File: config.mk
export PLATFORM = sky130hd
export DESIGN_NAME = circle_ring_rasterizer
export DESIGN_NICKNAME = d
export VERILOG_FILES = /design/src/rtl/cra_pkg.sv /design/src/rtl/cra_queue.sv /design/src/rtl/cra_front.sv /design/src/rtl/cra_back.sv /design/src/rtl/circle_ring_rasterizer.sv
export SDC_FILE = /design/constraint.sdc
export NUM_CORES = 1
export LEC_CHECK = 0
export ABC_AREA = 1
export BUFFER_PORTS_ARGS = -buffer_cell sky130_fd_sc_hd__buf_4
export CAP_MARGIN = 20
export CELL_PAD_IN_SITES_DETAIL_PLACEMENT = 0
export CELL_PAD_IN_SITES_GLOBAL_PLACEMENT = 1
export CORE_MARGIN = 3
export CORE_UTILIZATION = 28
export CTS_CLUSTER_SIZE = 14
export DETAILED_ROUTE_END_ITERATION = 16
export GPL_TIMING_DRIVEN = 0
export PLACE_DENSITY = 0.59
export RECOVER_POWER = 50
export SYNTH_ARGS = -nofsm -noshare
export SYNTH_HDL_FRONTEND = slang
export SYNTH_SLANG_ARGS = --single-unit
File: constraint.sdc
create_clock -name clk -period 6.8 [get_ports clk]
set_input_delay 1.36 -clock clk [delete_from_list [all_inputs] [get_ports clk]]
set_output_delay 1.36 -clock clk [all_outputs]
set_load 0.02 [all_outputs]
File: src/rtl/cra_pkg.sv
package cra_pkg;

    localparam int POINTS_PER_STEP = 8;
    localparam int PT_IDX_W        = $clog2(POINTS_PER_STEP);

    typedef enum logic
    {
        CMD_START = 1'b0,
        CMD_STEP  = 1'b1
    } cmd_t;

    typedef struct packed
    {
        logic full;
        logic empty;
    } queue_flags_t;

endpackage

File: src/rtl/cra_queue.sv
module cra_queue #(
    parameter int WIDTH = 8
) (
    input  logic                  clk,
    input  logic                  rst_n,
    input  logic                  push,
    input  logic [WIDTH-1:0]      push_data,
    input  logic                  pop,
    output logic [WIDTH-1:0]      head,
    output cra_pkg::queue_flags_t flags
);
    import cra_pkg::*;

    logic [1:0]       count_reg;
    logic [1:0]       count_next;
    logic [WIDTH-1:0] head_reg;
    logic [WIDTH-1:0] tail_reg;

    always_comb
    begin
        count_next = count_reg;
        unique case ({push, pop})
            2'b10:   count_next = count_reg + 2'd1;
            2'b01:   count_next = count_reg - 2'd1;
            default: count_next = count_reg;
        endcase
    end

    always_ff @(posedge clk or negedge rst_n)
    begin
        if (!rst_n)
        begin
            count_reg <= 2'd0;
        end
        else
        begin
            count_reg <= count_next;
        end
    end

    // Two ordered slots: the head moves up from the tail on a pop.
    always_ff @(posedge clk)
    begin
        if (pop)
        begin
            if (push && count_reg == 2'd1)
            begin
                head_reg <= push_data;
            end
            else
            begin
                head_reg <= tail_reg;
            end
            if (push && count_reg == 2'd2)
            begin
                tail_reg <= push_data;
            end
        end
        else if (push)
        begin
            if (count_reg == 2'd0)
            begin
                head_reg <= push_data;
            end
            else
            begin
                tail_reg <= push_data;
            end
        end
    end

    assign head        = head_reg;
    assign flags.full  = (count_reg == 2'd2);
    assign flags.empty = (count_reg == 2'd0);

endmodule

File: src/rtl/cra_front.sv
module cra_front #(
    parameter int RADIUS_BITS = 10,
    parameter int COORD_BITS  = 13,
    parameter int AB_W        = RADIUS_BITS + 2,
    parameter int ENTRY_W     = 2 * COORD_BITS + 2 * AB_W + 1
) (
    input  logic                         clk,
    input  logic                         rst_n,
    input  logic                         accept,
    input  cra_pkg::cmd_t                command,
    input  logic signed [COORD_BITS-1:0] center_x,
    input  logic signed [COORD_BITS-1:0] center_y,
    input  logic [RADIUS_BITS-1:0]       radius,
    input  logic [RADIUS_BITS:0]         ring_width,
    output logic                         push,
    output logic [ENTRY_W-1:0]           push_data
);
    import cra_pkg::*;

    localparam int D_W = RADIUS_BITS + 4;

    logic                         busy_reg;
    logic                         busy_next;
    logic signed [COORD_BITS-1:0] cx_reg;
    logic signed [COORD_BITS-1:0] cy_reg;
    logic [RADIUS_BITS-1:0]       floor_reg;
    logic [RADIUS_BITS-1:0]       floor_next;
    logic [RADIUS_BITS-1:0]       ring_reg;
    logic [RADIUS_BITS-1:0]       ring_next;
    logic signed [AB_W-1:0]       a_reg;
    logic signed [AB_W-1:0]       a_next;
    logic signed [AB_W-1:0]       b_reg;
    logic signed [AB_W-1:0]       b_next;
    logic signed [D_W-1:0]        d_reg;
    logic signed [D_W-1:0]        d_next;

    logic signed [AB_W-1:0]       floor_calc;
    logic signed [D_W-1:0]        a_ext;
    logic signed [D_W-1:0]        b_ext;
    logic signed [D_W-1:0]        r_ext;
    logic signed [D_W-1:0]        step_d;
    logic signed [AB_W-1:0]       step_a;
    logic signed [AB_W-1:0]       step_b;
    logic                         final_pt;

    assign floor_calc = $signed({2'b00, radius}) - $signed({1'b0, ring_width})
                        + AB_W'(1);
    assign a_ext      = D_W'(a_reg);
    assign b_ext      = D_W'(b_reg);
    assign r_ext      = D_W'($signed({1'b0, ring_reg}));

    // Three-way midpoint decision
    always_comb
    begin
        step_a = a_reg;
        step_b = b_reg;
        step_d = d_reg;
        priority if (d_reg >= (a_ext <<< 1))
        begin
            step_d = d_reg - (a_ext <<< 1) - D_W'(1);
            step_a = a_reg + AB_W'(1);
        end
        else if (d_reg < ((r_ext - b_ext) <<< 1))
        begin
            step_d = d_reg + (b_ext <<< 1) - D_W'(1);
            step_b = b_reg - AB_W'(1);
        end
        else
        begin
            step_d = d_reg + ((b_ext - a_ext - D_W'(1)) <<< 1);
            step_b = b_reg - AB_W'(1);
            step_a = a_reg + AB_W'(1);
        end
    end

    always_comb
    begin
        busy_next  = busy_reg;
        floor_next = floor_reg;
        ring_next  = ring_reg;
        a_next     = a_reg;
        b_next     = b_reg;
        d_next     = d_reg;
        final_pt   = 1'b0;
        push       = 1'b0;
        if (accept)
        begin
            unique case (command)
                CMD_START:
                begin
                    busy_next  = (ring_width != '0);
                    floor_next = floor_calc[AB_W-1] ? '0 : floor_calc[RADIUS_BITS-1:0];
                    ring_next  = radius;
                    a_next     = '0;
                    b_next     = AB_W'($signed({1'b0, radius}));
                    d_next     = D_W'($signed({1'b0, radius})) - D_W'(1);
                end
                CMD_STEP:
                begin
                    if (busy_reg)
                    begin
                        push   = 1'b1;
                        a_next = step_a;
                        b_next = step_b;
                        d_next = step_d;
                        if (step_b < step_a)
                        begin
                            if (ring_reg > floor_reg)
                            begin
                                // Advance inward to the next outline
                                ring_next = ring_reg - RADIUS_BITS'(1);
                                a_next    = '0;
                                b_next    = AB_W'($signed({1'b0, ring_next}));
                                d_next    = D_W'($signed({1'b0, ring_next})) - D_W'(1);
                            end
                            else
                            begin
                                busy_next = 1'b0;
                                final_pt  = 1'b1;
                            end
                        end
                    end
                end
                default:
                begin
                    busy_next = busy_reg;
                end
            endcase
        end
    end

    always_ff @(posedge clk or negedge rst_n)
    begin
        if (!rst_n)
        begin
            busy_reg <= 1'b0;
        end
        else
        begin
            busy_reg <= busy_next;
        end
    end

    always_ff @(posedge clk)
    begin
        if (accept && command == CMD_START)
        begin
            cx_reg <= center_x;
            cy_reg <= center_y;
        end
        floor_reg <= floor_next;
        ring_reg  <= ring_next;
        a_reg     <= a_next;
        b_reg     <= b_next;
        d_reg     <= d_next;
    end

    // Points are formed from the offsets before the update
    assign push_data = {final_pt, b_reg, a_reg, cy_reg, cx_reg};

endmodule

File: src/rtl/cra_back.sv
module cra_back #(
    parameter int RADIUS_BITS = 10,
    parameter int COORD_BITS  = 13,
    parameter int AB_W        = RADIUS_BITS + 2,
    parameter int ENTRY_W     = 2 * COORD_BITS + 2 * AB_W + 1,
    parameter int PIX_W       = COORD_BITS + 1
) (
    input  logic                  clk,
    input  logic                  rst_n,
    input  logic [ENTRY_W-1:0]    head,
    input  cra_pkg::queue_flags_t flags,
    output logic                  pop,
    output logic                  out_valid,
    input  logic                  out_ready,
    output logic [PIX_W-1:0]      pixel_x,
    output logic [PIX_W-1:0]      pixel_y,
    output logic                  last_of_step,
    output logic                  last_of_circle
);
    import cra_pkg::*;

    localparam int SUM_W = ((COORD_BITS > AB_W) ? COORD_BITS : AB_W) + 1;
    localparam logic [PT_IDX_W-1:0] LAST_IDX = PT_IDX_W'(POINTS_PER_STEP - 1);

    logic signed [COORD_BITS-1:0] cx;
    logic signed [COORD_BITS-1:0] cy;
    logic signed [AB_W-1:0]       a;
    logic signed [AB_W-1:0]       b;
    logic                         final_pt;

    logic [PT_IDX_W-1:0]          idx_reg;
    logic [PT_IDX_W-1:0]          idx_next;
    logic                         valid_reg;
    logic                         valid_next;
    logic                         load;
    logic                         emit;
    logic signed [SUM_W-1:0]      sel_x;
    logic signed [SUM_W-1:0]      sel_y;
    logic signed [SUM_W-1:0]      sum_x;
    logic signed [SUM_W-1:0]      sum_y;

    assign {final_pt, b, a, cy, cx} = head;

    assign load = !valid_reg || out_ready;
    assign emit = load && !flags.empty;
    assign pop  = emit && (idx_reg == LAST_IDX);

    // Index bit 2 swaps the offsets, bit 1 negates x, bit 0 negates y
    always_comb
    begin
        sel_x = idx_reg[2] ? SUM_W'(b) : SUM_W'(a);
        sel_y = idx_reg[2] ? SUM_W'(a) : SUM_W'(b);
        sum_x = idx_reg[1] ? SUM_W'(cx) - sel_x : SUM_W'(cx) + sel_x;
        sum_y = idx_reg[0] ? SUM_W'(cy) - sel_y : SUM_W'(cy) + sel_y;
    end

    always_comb
    begin
        valid_next = valid_reg;
        idx_next   = idx_reg;
        if (emit)
        begin
            valid_next = 1'b1;
            idx_next   = idx_reg + PT_IDX_W'(1);
        end
        else if (load)
        begin
            valid_next = 1'b0;
        end
    end

    always_ff @(posedge clk or negedge rst_n)
    begin
        if (!rst_n)
        begin
            valid_reg <= 1'b0;
            idx_reg   <= '0;
        end
        else
        begin
            valid_reg <= valid_next;
            idx_reg   <= idx_next;
        end
    end

    always_ff @(posedge clk)
    begin
        if (emit)
        begin
            pixel_x        <= sum_x[PIX_W-1:0];
            pixel_y        <= sum_y[PIX_W-1:0];
            last_of_step   <= (idx_reg == LAST_IDX);
            last_of_circle <= final_pt && (idx_reg == LAST_IDX);
        end
    end

    assign out_valid = valid_reg;

endmodule

File: src/rtl/circle_ring_rasterizer.sv
// Channel  Dir  tdata (low bit up)                            tlast         tuser
// s_*      in   center_x, center_y, radius, ring_width        -             command
// m_*      out  pixel_x, pixel_y                              last_of_step  last_of_circle
//
// A start or step item is taken when s_tvalid and s_tready are both high; a step that draws queues one entry.
// Each step then yields eight points, one per cycle from the output register while m_tready is high,
// so the point emitter sets the pace of a stream of steps.
// The two-entry queue holds the step whose points are draining and one more step taken ahead.
// rst_n clears the drawing state, the queue and the output register at once.
// A stall on m_tready holds the current point and fills the queue, then drops s_tready.
module circle_ring_rasterizer #(
    parameter int RADIUS_BITS = 10,
    parameter int COORD_BITS  = 13,
    localparam int IN_TDATA_W  = ((2 * COORD_BITS + 2 * RADIUS_BITS + 1 + 7) / 8) * 8,
    localparam int OUT_TDATA_W = ((2 * (COORD_BITS + 1) + 7) / 8) * 8
) (
    input  logic                   clk,
    input  logic                   rst_n,
    input  logic                   s_tvalid,
    output logic                   s_tready,
    input  logic [IN_TDATA_W-1:0]  s_tdata,  // center_x, center_y, radius, ring_width
    input  logic                   s_tuser,  // command
    output logic                   m_tvalid,
    input  logic                   m_tready,
    output logic [OUT_TDATA_W-1:0] m_tdata,  // pixel_x, pixel_y
    output logic                   m_tlast,  // last_of_step
    output logic                   m_tuser   // last_of_circle
);
    import cra_pkg::*;

    localparam int AB_W    = RADIUS_BITS + 2;
    localparam int ENTRY_W = 2 * COORD_BITS + 2 * AB_W + 1;
    localparam int PIX_W   = COORD_BITS + 1;
    localparam int CY_LO   = COORD_BITS;
    localparam int RAD_LO  = 2 * COORD_BITS;
    localparam int W_LO    = 2 * COORD_BITS + RADIUS_BITS;

    logic                         accept;
    cmd_t                         command;
    logic signed [COORD_BITS-1:0] center_x;
    logic signed [COORD_BITS-1:0] center_y;
    logic [RADIUS_BITS-1:0]       radius;
    logic [RADIUS_BITS:0]         ring_width;
    logic                         push;
    logic [ENTRY_W-1:0]           push_data;
    logic                         pop;
    logic [ENTRY_W-1:0]           head;
    queue_flags_t                 flags;
    logic [PIX_W-1:0]             pixel_x;
    logic [PIX_W-1:0]             pixel_y;

    assign s_tready   = !flags.full;
    assign accept     = s_tvalid && s_tready;
    assign command    = cmd_t'(s_tuser);
    assign center_x   = $signed(s_tdata[COORD_BITS-1:0]);
    assign center_y   = $signed(s_tdata[CY_LO+COORD_BITS-1:CY_LO]);
    assign radius     = s_tdata[RAD_LO+RADIUS_BITS-1:RAD_LO];
    assign ring_width = s_tdata[W_LO+RADIUS_BITS:W_LO];

    cra_front #(
        .RADIUS_BITS(RADIUS_BITS),
        .COORD_BITS (COORD_BITS),
        .AB_W       (AB_W),
        .ENTRY_W    (ENTRY_W)
    ) u_front (
        .clk       (clk),
        .rst_n     (rst_n),
        .accept    (accept),
        .command   (command),
        .center_x  (center_x),
        .center_y  (center_y),
        .radius    (radius),
        .ring_width(ring_width),
        .push      (push),
        .push_data (push_data)
    );

    cra_queue #(
        .WIDTH(ENTRY_W)
    ) u_queue (
        .clk      (clk),
        .rst_n    (rst_n),
        .push     (push),
        .push_data(push_data),
        .pop      (pop),
        .head     (head),
        .flags    (flags)
    );

    cra_back #(
        .RADIUS_BITS(RADIUS_BITS),
        .COORD_BITS (COORD_BITS),
        .AB_W       (AB_W),
        .ENTRY_W    (ENTRY_W),
        .PIX_W      (PIX_W)
    ) u_back (
        .clk           (clk),
        .rst_n         (rst_n),
        .head          (head),
        .flags         (flags),
        .pop           (pop),
        .out_valid     (m_tvalid),
        .out_ready     (m_tready),
        .pixel_x       (pixel_x),
        .pixel_y       (pixel_y),
        .last_of_step  (m_tlast),
        .last_of_circle(m_tuser)
    );

    assign m_tdata = OUT_TDATA_W'({pixel_y, pixel_x});

endmodule

==> out/results.txt <==
Vias in the first global route - 12400
Initial DRC count - 739
Post-Route WL - 47000 µm
Synthesized cell area - 0.0162 mm²
HPWL Detailed - 38000 µm
Initial antenna violation count - 0
Fraction of registers with async set/reset - 3.14%
Commonest non-fill, non-tap cell in the layout - nand2_1
Setup tns final - 0 ns
Part of the cycle the worst path needs - 93.9%
# DRC - 0
Ports - 89
Flops & latches, synth - 223
Prevailing post-synth register cell - edfxtp_1
Critical path's top delay family - simple AND/OR/NAND/NOR gates
Max Buffers Root-to-Sink - 3
Htree depth - 1
First-pass GRT wire length - 70800 µm
Worst-path clk slew - 0.08 ns
Area grow syn2layout - 16.5%
Max Clock Skew - 0.0172 ns
Cell mode on critical path - nand2_1
Setup CP Type - flop to flop
Synth cell types - 49
CTS Sinks - 223
Core Util, Final - 33.2%
Synthesized instance count - 1887
Ant. Diodes - 0
Port-buffer cells - 83
Final critical-path required period - 6.39 ns
CTS Buf Count - 26
CP startpoint kind - flop
Antenna Violating Nets Remaining - 0
CTS tree - done
M3 GR Usage - 2.18%
Relative slew slack - -12.0%
Wire per inst - 16.8 µm
Grt total ovfl - 0
Setup violations, final - 0
Min-delay src - u_front.a_reg[10]
Critical Path RT - 7.10 ns
Hold_ws - 0.448 ns
Latest clock arrival within the worst-skew pair - 0.56 ns
Global route hottest layer - met2
Max-slew violations - 52
Syn Area/Cell - 8.58 µm²
Met1 usage - 20.7%
Worst-margin pin slew - 1.68 ns
CP startpoint - u_front.b_reg[1]
Via count - 12700
Rows - 87
Worst-path fanout max - 10
YS warnings - 0
CP Capture Type - flop
Ratio of cells with drive above 1 in the final layout - 10.4%
Nets - 2255
EDFF count, synth - 216
Met2 usage - 25.0%
Core area - 0.0568 mm²
Largest net degree at the start of global routing - 30
Sequential fraction of the synthesis area - 41.2%
Status - complete, but fails checks
Max-cap violations - 2
CTS root buf - clkbuf_16
CP arrival - 6.68 ns
Final instance area - 0.0189 mm²
Chip height - 246 µm
Die width - 246 µm
DP Area - 0.0179 mm²
Most frequent cells in the layout - 422 x nand2_1, 281 x inv_1, 216 x edfxtp_1
Failing checks - max-capacitance violations, max-slew violations
F_max - 157 MHz
DRT Pass-1 Iters - 5
CP peak stage delay - 0.50 ns
DR vias/cell - 4.54
Cell at the slowest stage of the critical path - edfxtp_1
Worst hold path class - flop to flop
CP bufs+invs - 6
Final hold violations - 0
Total die area - 0.0607 mm²
Initial Utilization - 28.5%
RePlAce Congestion - 0.873
R2r startpoint - u_front.b_reg[1]
GR Util All Layers - 15.2%
-- worst register-to-register path: cells and delay by family (launching register included) --
family	cells	cell delay, ns
AND/OR/NAND/NOR	20	1.97
XOR/XNOR	1	0.22
adder cells (fa/ha/maj)	3	1.07
AO/OA/AOI/OAI	9	1.50
buffers and inverters	6	0.86
flip-flops	1	0.50
-- per-stage QoR --
| stage | cells | worst slack, ns |
|---|---|---|
| floorplan | 1890 | 0.112 |
| global placement | 2729 | -2.83 |
| detailed placement | 2738 | -1.06 |
| CTS | 2795 | 0.00830 |
| global route | 2804 | -0.0577 |
| finish | 2804 | 0.413 |
-- per-layer routing --
layer  routed length, µm  share of wire (%)
met1               22500                 48
met2               21200                 45
met3                1810                3.9
met4                1440                3.1
met5                   0                  0
-- cell usage after synthesis (all sizes together), types with 3 or more instances --
cell | count | share of area [%]
nor2 | 149 | 3.6
mux2 | 26 | 1.8
buf | 12 | 0.63
inv | 287 | 6.7
a21oi | 141 | 4.4
o221ai | 3 | 0.16
o21a | 5 | 0.23
dfrtp | 7 | 1.1
a21o | 3 | 0.14
xnor2 | 35 | 1.9
nand4 | 15 | 0.58
a211oi | 3 | 0.14
o21bai | 13 | 0.60
o31ai | 6 | 0.28
xor2 | 94 | 5.1
fa | 8 | 0.99
nor4 | 6 | 0.27
ha | 166 | 13
a31oi | 8 | 0.31
nand3 | 59 | 1.9
nor3 | 29 | 0.93
nand3b | 3 | 0.14
edfxtp | 216 | 40
or2 | 9 | 0.35
nand2 | 439 | 10
o21ai | 101 | 3.1
clkbuf | 28 | 0.65
-- layout make-up --
class                           count  area, µm²
Multi-Input combinational cell   1339       8380
Fill cell                        6022      38000
Inverter                          288       1090
Timing Repair Buffer              110        718
Tap cell                          756        946
Clock inverter                     15        123
Sequential cell                   223       6660
Clock buffer                       33        717
Buffer                             40        218
-- cells by family (layout without fill, tap and decap cells) --
family                   count (synthesis)  after routing  synth area share, %
AND/OR/NAND/NOR                        712            712                 18.3
buffers and inverters                  328            486                 7.96
AO/OA/AOI/OAI                          294            294                 9.90
flip-flops                             223            223                 41.2
adder cells (fa/ha/maj)                174            174                 13.8
XOR/XNOR                               129            129                 6.98
multiplexers                            26             26                 1.81
other                                    1              4               0.0232
-- path summary, 6_finish.rpt --
kind / endpoint / slack (ns) / cells after the start
max: u_front.b_reg[9] / 0.41 / 39
min in group asynchronous: u_back.idx_reg[0] / 0.78 / 1
max reg2reg: u_front.b_reg[9] / 0.41 / 39
min: u_queue.tail_reg[36] / 0.45 / 0
max in group asynchronous: u_queue.count_reg[0] / 5.64 / 1
min reg2reg: u_queue.tail_reg[36] / 0.45 / 0
-- what timing repair did --
item                       CTS  global route
hold buffers                 0             0
setup buffers                9             8
gates cloned                 0             1
pin swaps                    2            15
gates resized for setup     10            28
setup endpoints to repair   51            51
Power is not shown: default switching activity piles up to over one toggle a cycle in this logic, so the estimate is an artifact.
